--- src/sv/sorted_wakeup_timer_queue_unit_macros.svh ---
// Assertion macros used by the timer queue RTL.
`ifndef SORTED_WAKEUP_TIMER_QUEUE_UNIT_MACROS_SVH
`define SORTED_WAKEUP_TIMER_QUEUE_UNIT_MACROS_SVH

`ifndef SYNTHESIS
// Same-cycle implication, sampled on clk, off during reset.
`define SWTQ_ASSERT_NOW(label, ante, cons) \
	label: assert property (@(posedge clk) disable iff (!arst_n) (ante) |-> (cons)) \
		else $error("swtq assertion failed");
// Next-cycle implication, sampled on clk, off during reset.
`define SWTQ_ASSERT_NEXT(label, ante, cons) \
	label: assert property (@(posedge clk) disable iff (!arst_n) (ante) |=> (cons)) \
		else $error("swtq assertion failed");
`else
`define SWTQ_ASSERT_NOW(label, ante, cons)
`define SWTQ_ASSERT_NEXT(label, ante, cons)
`endif

`endif

--- src/sv/swtq_pkg.sv ---
`default_nettype none
package swtq_pkg;

	localparam int TICK_W = 63;
	localparam int ID_W = 8;
	localparam int DUR_W = 32;
	localparam int KIND_W = 2;
	localparam int QUEUE_DEPTH_DEF = 16;
	localparam int MAX_RESULTS = 16;
	localparam logic [TICK_W-1:0] TICK_MAX = {TICK_W{1'b1}};

	localparam logic CMD_TICK = 1'b0;
	localparam logic CMD_SLEEP = 1'b1;

	typedef enum logic [KIND_W-1:0] {
		EV_WOKEN   = 2'd0,
		EV_REFUSED = 2'd1,
		EV_FULL    = 2'd2
	} event_kind_t;

	typedef struct packed {
		logic [TICK_W-1:0] wake;
		logic [ID_W-1:0]   id;
	} entry_t;

	localparam int ENTRY_W = TICK_W + ID_W;

endpackage
`default_nettype wire

--- src/sv/sorted_wakeup_timer_queue_unit.sv ---
// Sleep request: a refusal is answered from ST_SLEEP; an insert moves each queued entry
//   with a later wake time up one slot in the queue RAM.
// Tick: one RAM read per waiter released (at most 16).
// A new request is taken only when the previous one is finished; results wait
//   in an output register. Reset (arst_n low) empties the queue and zeroes the
//   counter at once; queue RAM contents are not cleared.
`default_nettype none
`include "sorted_wakeup_timer_queue_unit_macros.svh"
module sorted_wakeup_timer_queue_unit
	import swtq_pkg::*;
#(
	parameter int QUEUE_DEPTH = QUEUE_DEPTH_DEF
) (
	input  wire logic                    clk,
	input  wire logic                    arst_n,
	input  wire logic                    in_valid,
	output logic                         in_ready,
	input  wire logic                    command,
	input  wire logic [ID_W-1:0]         waiter_id,
	input  wire logic signed [DUR_W-1:0] sleep_ticks,
	output logic                         out_valid,
	input  wire logic                    out_ready,
	output logic      [KIND_W-1:0]       event_kind,
	output logic      [ID_W-1:0]         result_waiter,
	output logic      [TICK_W-1:0]       tick_now,
	output logic                         last_result
);

	localparam int PW = $clog2(QUEUE_DEPTH);
	localparam int OW = $clog2(QUEUE_DEPTH + 1);
	localparam int NW = $clog2(MAX_RESULTS + 1);

	typedef enum logic [2:0] {
		ST_IDLE,
		ST_SLEEP,
		ST_INS_CMP,
		ST_INS_PUT,
		ST_WAKE_RD,
		ST_WAKE_CHK
	} state_t;

	state_t                   state_q;
	logic [TICK_W-1:0]        tick_q;
	logic [OW-1:0]            occ_q;
	logic [PW-1:0]            head_q;
	logic [PW-1:0]            k_q;
	logic [NW-1:0]            n_q;
	logic [ID_W-1:0]          id_q;
	logic signed [DUR_W-1:0]  dur_q;
	logic [TICK_W-1:0]        when_q;
	logic                     pend_vld_q;
	logic [ID_W-1:0]          pend_id_q;
	logic                     out_valid_q;
	event_kind_t              kind_q;
	logic [ID_W-1:0]          res_id_q;
	logic [TICK_W-1:0]        res_tick_q;
	logic                     last_q;

	logic                     ram_we;
	logic [PW-1:0]            ram_waddr;
	logic [ENTRY_W-1:0]       ram_wdata;
	logic [PW-1:0]            ram_raddr;
	logic [ENTRY_W-1:0]       ram_rdata;
	entry_t                   rd_ent;
	entry_t                   new_ent;

	logic                     out_free;
	logic                     nonpos;
	logic                     full;
	logic [TICK_W:0]          when_sum;
	logic [TICK_W-1:0]        when_sat;
	logic                     due;
	logic                     can_go;
	logic [PW-1:0]            head_nxt;

	function automatic logic [PW-1:0] phys(input logic [PW-1:0] base,
			input logic [PW-1:0] off);
		logic [PW:0] s;
		s = {1'b0, base} + {1'b0, off};
		if (s >= (PW+1)'(QUEUE_DEPTH)) begin
			s = s - (PW+1)'(QUEUE_DEPTH);
		end
		return s[PW-1:0];
	endfunction

	swtq_ram #(
		.WIDTH(ENTRY_W),
		.DEPTH(QUEUE_DEPTH)
	) u_ram (
		.clk  (clk),
		.we   (ram_we),
		.waddr(ram_waddr),
		.wdata(ram_wdata),
		.raddr(ram_raddr),
		.rdata(ram_rdata)
	);

	assign rd_ent   = entry_t'(ram_rdata);
	assign new_ent  = '{wake: when_q, id: id_q};
	assign out_free = !out_valid_q || out_ready;
	assign nonpos   = (dur_q == '0) || dur_q[DUR_W-1];
	assign full     = occ_q >= OW'(QUEUE_DEPTH);
	assign when_sum = {1'b0, tick_q} + (TICK_W+1)'(unsigned'(dur_q));
	assign when_sat = when_sum[TICK_W] ? TICK_MAX : when_sum[TICK_W-1:0];
	assign due      = (occ_q != '0) && (n_q < NW'(MAX_RESULTS)) && (rd_ent.wake <= tick_q);
	assign can_go   = !pend_vld_q || out_free;
	assign head_nxt = phys(head_q, PW'(1));

	always_comb begin
		ram_raddr = head_q;
		ram_we    = 1'b0;
		ram_waddr = phys(head_q, k_q);
		ram_wdata = new_ent;
		case (state_q)
			ST_SLEEP: begin
				ram_raddr = phys(head_q, occ_q[PW-1:0] - PW'(1));
			end
			ST_INS_CMP: begin
				ram_raddr = phys(head_q, k_q - PW'(2));
				ram_we    = 1'b1;
				if (rd_ent.wake > when_q) begin
					ram_wdata = ram_rdata;
				end
			end
			ST_INS_PUT: begin
				ram_we = 1'b1;
			end
			ST_WAKE_CHK: begin
				if (can_go && due) begin
					ram_raddr = head_nxt;
				end
			end
			default: begin
				ram_raddr = head_q;
			end
		endcase
	end

	always_ff @(posedge clk or negedge arst_n) begin
		if (!arst_n) begin
			state_q     <= ST_IDLE;
			tick_q      <= '0;
			occ_q       <= '0;
			head_q      <= '0;
			k_q         <= '0;
			n_q         <= '0;
			id_q        <= '0;
			dur_q       <= '0;
			when_q      <= '0;
			pend_vld_q  <= 1'b0;
			pend_id_q   <= '0;
			out_valid_q <= 1'b0;
			kind_q      <= EV_WOKEN;
			res_id_q    <= '0;
			res_tick_q  <= '0;
			last_q      <= 1'b0;
		end else begin
			if (out_valid_q && out_ready) begin
				out_valid_q <= 1'b0;
			end
			case (state_q)
				ST_IDLE: begin
					if (in_valid) begin
						id_q  <= waiter_id;
						dur_q <= sleep_ticks;
						if (command == CMD_SLEEP) begin
							state_q <= ST_SLEEP;
						end else begin
							if (tick_q != TICK_MAX) begin
								tick_q <= tick_q + TICK_W'(1);
							end
							n_q     <= '0;
							state_q <= ST_WAKE_RD;
						end
					end
				end
				ST_SLEEP: begin
					if (nonpos || full) begin
						if (out_free) begin
							out_valid_q <= 1'b1;
							kind_q      <= nonpos ? EV_REFUSED : EV_FULL;
							res_id_q    <= id_q;
							res_tick_q  <= tick_q;
							last_q      <= 1'b1;
							state_q     <= ST_IDLE;
						end
					end else begin
						when_q  <= when_sat;
						k_q     <= occ_q[PW-1:0];
						state_q <= (occ_q == '0) ? ST_INS_PUT : ST_INS_CMP;
					end
				end
				ST_INS_CMP: begin
					if (rd_ent.wake > when_q) begin
						k_q <= k_q - PW'(1);
						if (k_q == PW'(1)) begin
							state_q <= ST_INS_PUT;
						end
					end else begin
						occ_q   <= occ_q + OW'(1);
						state_q <= ST_IDLE;
					end
				end
				ST_INS_PUT: begin
					occ_q   <= occ_q + OW'(1);
					state_q <= ST_IDLE;
				end
				ST_WAKE_RD: begin
					state_q <= ST_WAKE_CHK;
				end
				ST_WAKE_CHK: begin
					if (can_go) begin
						if (pend_vld_q) begin
							out_valid_q <= 1'b1;
							kind_q      <= EV_WOKEN;
							res_id_q    <= pend_id_q;
							res_tick_q  <= tick_q;
							last_q      <= !due;
						end
						if (due) begin
							pend_id_q  <= rd_ent.id;
							pend_vld_q <= 1'b1;
							head_q     <= head_nxt;
							occ_q      <= occ_q - OW'(1);
							n_q        <= n_q + NW'(1);
						end else begin
							pend_vld_q <= 1'b0;
							state_q    <= ST_IDLE;
						end
					end
				end
				default: begin
					state_q <= ST_IDLE;
				end
			endcase
		end
	end

	assign in_ready      = (state_q == ST_IDLE);
	assign out_valid     = out_valid_q;
	assign event_kind    = kind_q;
	assign result_waiter = res_id_q;
	assign tick_now      = res_tick_q;
	assign last_result   = last_q;

	`SWTQ_ASSERT_NOW(a_occ_bound, 1'b1, occ_q <= OW'(QUEUE_DEPTH))
	`SWTQ_ASSERT_NOW(a_idle_no_pend, state_q == ST_IDLE, !pend_vld_q)
	`SWTQ_ASSERT_NOW(a_burst_bound, 1'b1, n_q <= NW'(MAX_RESULTS))
	`SWTQ_ASSERT_NOW(a_ins_slot, state_q == ST_INS_CMP, k_q != '0)
	`SWTQ_ASSERT_NEXT(a_tick_mono, 1'b1, tick_q >= $past(tick_q))

endmodule
`default_nettype wire

--- src/sv/swtq_ram.sv ---
`default_nettype none
module swtq_ram #(
	parameter int WIDTH = 8,
	parameter int DEPTH = 16
) (
	input  wire logic                     clk,
	input  wire logic                     we,
	input  wire logic [$clog2(DEPTH)-1:0] waddr,
	input  wire logic [WIDTH-1:0]         wdata,
	input  wire logic [$clog2(DEPTH)-1:0] raddr,
	output logic      [WIDTH-1:0]         rdata
);

	logic [WIDTH-1:0] mem [DEPTH];

	always_ff @(posedge clk) begin
		if (we) begin
			mem[waddr] <= wdata;
		end
		rdata <= mem[raddr];
	end

endmodule
`default_nettype wire

--- config.mk ---
export PLATFORM = sky130hd
export DESIGN_NAME = sorted_wakeup_timer_queue_unit
export DESIGN_NICKNAME = d
export VERILOG_FILES = /design/src/sv/swtq_pkg.sv /design/src/sv/sorted_wakeup_timer_queue_unit.sv /design/src/sv/swtq_ram.sv
export VERILOG_INCLUDE_DIRS = /design/src /design/src/sv
export SDC_FILE = /design/constraint.sdc
export NUM_CORES = 2
export LEC_CHECK = 0
export ABC_AREA = 0
export BUFFER_PORTS_ARGS = -buffer_cell sky130_fd_sc_hd__buf_2
export CORE_ASPECT_RATIO = 0.9
export CORE_MARGIN = 2
export CORE_UTILIZATION = 55
export CTS_BUF_LIST = sky130_fd_sc_hd__clkbuf_4 sky130_fd_sc_hd__clkbuf_8
export DETAILED_ROUTE_END_ITERATION = 7
export GPL_TIMING_DRIVEN = 0
export PLACE_DENSITY = 0.71
export RECOVER_POWER = 100
export SLEW_MARGIN = 20
export SYNTH_ARGS = -nofsm -noshare
export SYNTH_HDL_FRONTEND = slang
export SYNTH_SLANG_ARGS = --single-unit
export TNS_END_PERCENT = 30
--- constraint.sdc ---
create_clock -name clk -period 10.7 [get_ports clk]
set_input_delay 2.14 -clock clk [delete_from_list [all_inputs] [get_ports clk]]
set_output_delay 2.14 -clock clk [all_outputs]
set_load 0.1 [all_outputs]
==> out/metrics.cfg <==
[critical_path]
cp_data_required_time_ns = 11.44
crit_chain = clkbuf_1 -> inv_1 -> ha_1 -> nand2_1 -> nor3_1 -> nand4_1 -> nor4_1 -> a22oi_1 -> nand3_1 -> clkbuf_1 -> clkbuf_1 -> a21oi_1 -> a22oi_1 -> a22oi_1 -> o21ai_0
crit_type = flip-flop to flip-flop
r2r_setup_slack_ns = 3.41
crit_family = simple AND/OR/NAND/NOR gates
crit_buf_inv = 4
reg2reg_depth = 15
crit_fanout = 10
end_kind = flip-flop
crit_start = tick_q[33]$_DFFE_PN0P_
critPathCapture = u_ram.rdata[70]$_DFF_P_
cp-start-kind = flip-flop
cp.arrival_ns = 8.04
critPathSlowestCell = clkbuf_1
r2r-end = u_ram.rdata[70]$_DFF_P_
crit_cells = 15
slowest_delay_ns = 1.10
r2r-start = tick_q[33]$_DFFE_PN0P_

[synthesis]
synthesis.nets = 5185
async_flop_share_pct = 18.3
ys_seq_area_share_pct = 67.2
synth_area_leader_cell = edfxtp_1
yosysWarnings = 0
synth_edf_count = 1136
syn_area_um2 = 62900
synth_area_leaders = edfxtp_1 54%, dfrtp_1 11%, nand2_1 5.6%
ys_types = 84
dominantRegCellSynth = edfxtp_1
synth_seq_cells = 1478
netlist_instances = 4961
synth.top_cell.area_share_pct = 54.2
syn_area_per_cell_um2 = 12.7

[finish]
multiInputGateArea_um2 = 18800
drive_above_1_share_pct = 12.2
area_delta_synth_final_pct = 11.9
fill_cells = 8674
final_nets = 5599
seq_area_um2 = 42300

[placement]
place_congestion = 0.907
hpwl_um = 124000
io_buffer_count = 120

[timing]
fmax_mhz = 137
fin_crit_sh_pct = 68.2
maxSlewViolCount = 706
rsz0062_at_grt = no
final-hold-violation-count = 0
setup_viol = 0
fin_skew_ns = 0.0631
tightestPinTransition_ns = 3.27
fin_tns_setup_ns = 0
relSlewSlack_pct = -118
fin_crit_ns = 7.29

[floorplan]
initial_core_util_pct = 55.5
core_area_um2 = 113000
dieWidth_um = 361
placementRows = 117
ios = 121
die_y_um = 325
dieArea_um2 = 117000

[route]
dr.pass1.iters = 6
routedWlPerCell_um = 25.3
drc_errors = 0
viasPerCell = 6.10
ant_nets = 0
vias = 43200
drt_iter0_markers = 5936
routed_wl_um = 179000

[global_route]
grt_pass1_wl_um = 265000
use_met1_pct = 42.3
grt_max_degree = 92
grt-busiest-layer = met2
grtUsageMet2_pct = 45.7
grt_antenna_before_repair = 6
grt_util_met3_pct = 8.47
grt_pass1_vias = 42200
grt_use_total_pct = 30.3
overflow = 0

[clock_network]
path_clk_slew_ns = 0.06
hold_buffers = 0
cts.sinks = 1478
htree_num_levels = 4
cts_resized = 0
post_cts_buffers = 0
clk_path_buf_depth = 3
tritoncts = done
clock_latency_ns = 0.95
cts-root-buf = clkbuf_8
cts_made_buffers = 224

[hold_path]
min-delay-path-class = flip-flop to flip-flop

[run_status]
status = complete, but fails checks
violations = capacitance limit, slew limit

[job]
cap_violations = 32

## worst min-delay path by stage
stage,start,end,slack [ns],cells after the start
finish,u_ram.rdata[3]$_DFF_P_,pend_id_q[3]$_DFFE_PN0P_,0.49,1
global route,u_ram.rdata[3]$_DFF_P_,pend_id_q[3]$_DFFE_PN0P_,0.51,1
CTS,u_ram.rdata[3]$_DFF_P_,pend_id_q[3]$_DFFE_PN0P_,0.50,1
detailed placement,u_ram.rdata[3]$_DFF_P_,pend_id_q[3]$_DFFE_PN0P_,0.47,1
global placement,u_ram.rdata[2]$_DFF_P_,pend_id_q[2]$_DFFE_PN0P_,0.47,1
floorplan,u_ram.rdata[0]$_DFF_P_,pend_id_q[0]$_DFFE_PN0P_,0.46,1
## logic make-up after synthesis
family	synth area share [%]
buffers and inverters	2.94
multiplexers	3.58
XOR/XNOR	1.68
flip-flops	67.2
AO/OA/AOI/OAI	9.04
adder cells (fa/ha/maj)	3.61
AND/OR/NAND/NOR	11.9
## synthesized netlist by cell type, types with 63 or more instances
library cell     n
dfxtp_1         71
xnor2_1         97
nor2_1         109
edfxtp_1      1136
a21oi_1        367
nand3_1        258
buf_2           93
o21ai_1         73
a22oi_1        255
inv_1          146
nand4_1        181
ha_1           175
nand2_1        942
clkbuf_1       135
o21ai_0         63
mux2_2         184
dfrtp_1        271
## final cells by class
| class | count | share of cell area, % |
|---|---|---|
| repair buffers | 188 | 1.28 |
| inverters | 151 | 0.805 |
| clock buffers | 318 | 5.54 |
| diodes | 9 | 0.0320 |
| well taps | 1487 | 2.64 |
| clock inverters | 107 | 1.11 |
| multi-input cells | 3066 | 26.7 |
| plain buffers | 266 | 1.80 |
| flip-flops and latches | 1478 | 60.1 |
## layer usage
layer  vias up  wire length, um  share of wire (%)
met2      2490            80100                 45
met1     21100            71400                 40
met5         -               13             0.0073
li1      19200                -                  -
met4         2             5870                3.3
met3       328            21400                 12
## cells in the final DEF (no fill, tap or decap), drive strengths merged, types with 18 or more instances in the layout
cell    count
a21o       55
a21oi     370
nor4       27
nand2     943
inv       160
dfxtp      71
buf       167
nand4     184
clkinv     88
nor2      110
nand3     258
mux2      184
ha        175
clkbuf    605
xor2       24
edfxtp   1136
nor3       26
a22oi     256
mux2i      18
o21ai     136
dfrtp     271
or3        26
xnor2      97
## worst register-to-register path: cells and delay by family, from the launching register on
kind / cells / cell delay [ns]
AND/OR/NAND/NOR: 5 / 3.18
buffers and inverters: 4 / 2.34
AO/OA/AOI/OAI: 5 / 0.98
flip-flops: 1 / 0.32
adder cells (fa/ha/maj): 1 / 0.32
## metrics by stage
step / setup slack, ns / area (um2) / utilization, % / std cells / hold slack [ns]
floorplan: 5.58 / 62900 / - / 4961 / 0.459
global placement: 2.10 / 65400 / 57.7 / 6568 / 0.467
detailed placement: 4.38 / 67100 / 59.2 / 6636 / 0.473
CTS: 4.35 / 71700 / 63.3 / 7061 / 0.496
global route: 3.40 / 70400 / 62.1 / 7065 / 0.508
finish: 3.41 / 70400 / 62.1 / 7070 / 0.487
## flip-flops by register name (all words and copies together), names as in the netlist
signal and flops:
dur_q 32, event_kind 2, head_q 4, id_q 8, k_q 4, last_result 1
n_q 5, occ_q 5, out_valid 1, pend_id_q 8, pend_vld_q 1, result_waiter 8
state_q 3, tick_now 63, tick_q 63, u_ram.mem 1136, u_ram.rdata 71, when_q 63
Power is not shown: default switching activity piles up to over one toggle a cycle in this logic, so the estimate is an artifact.
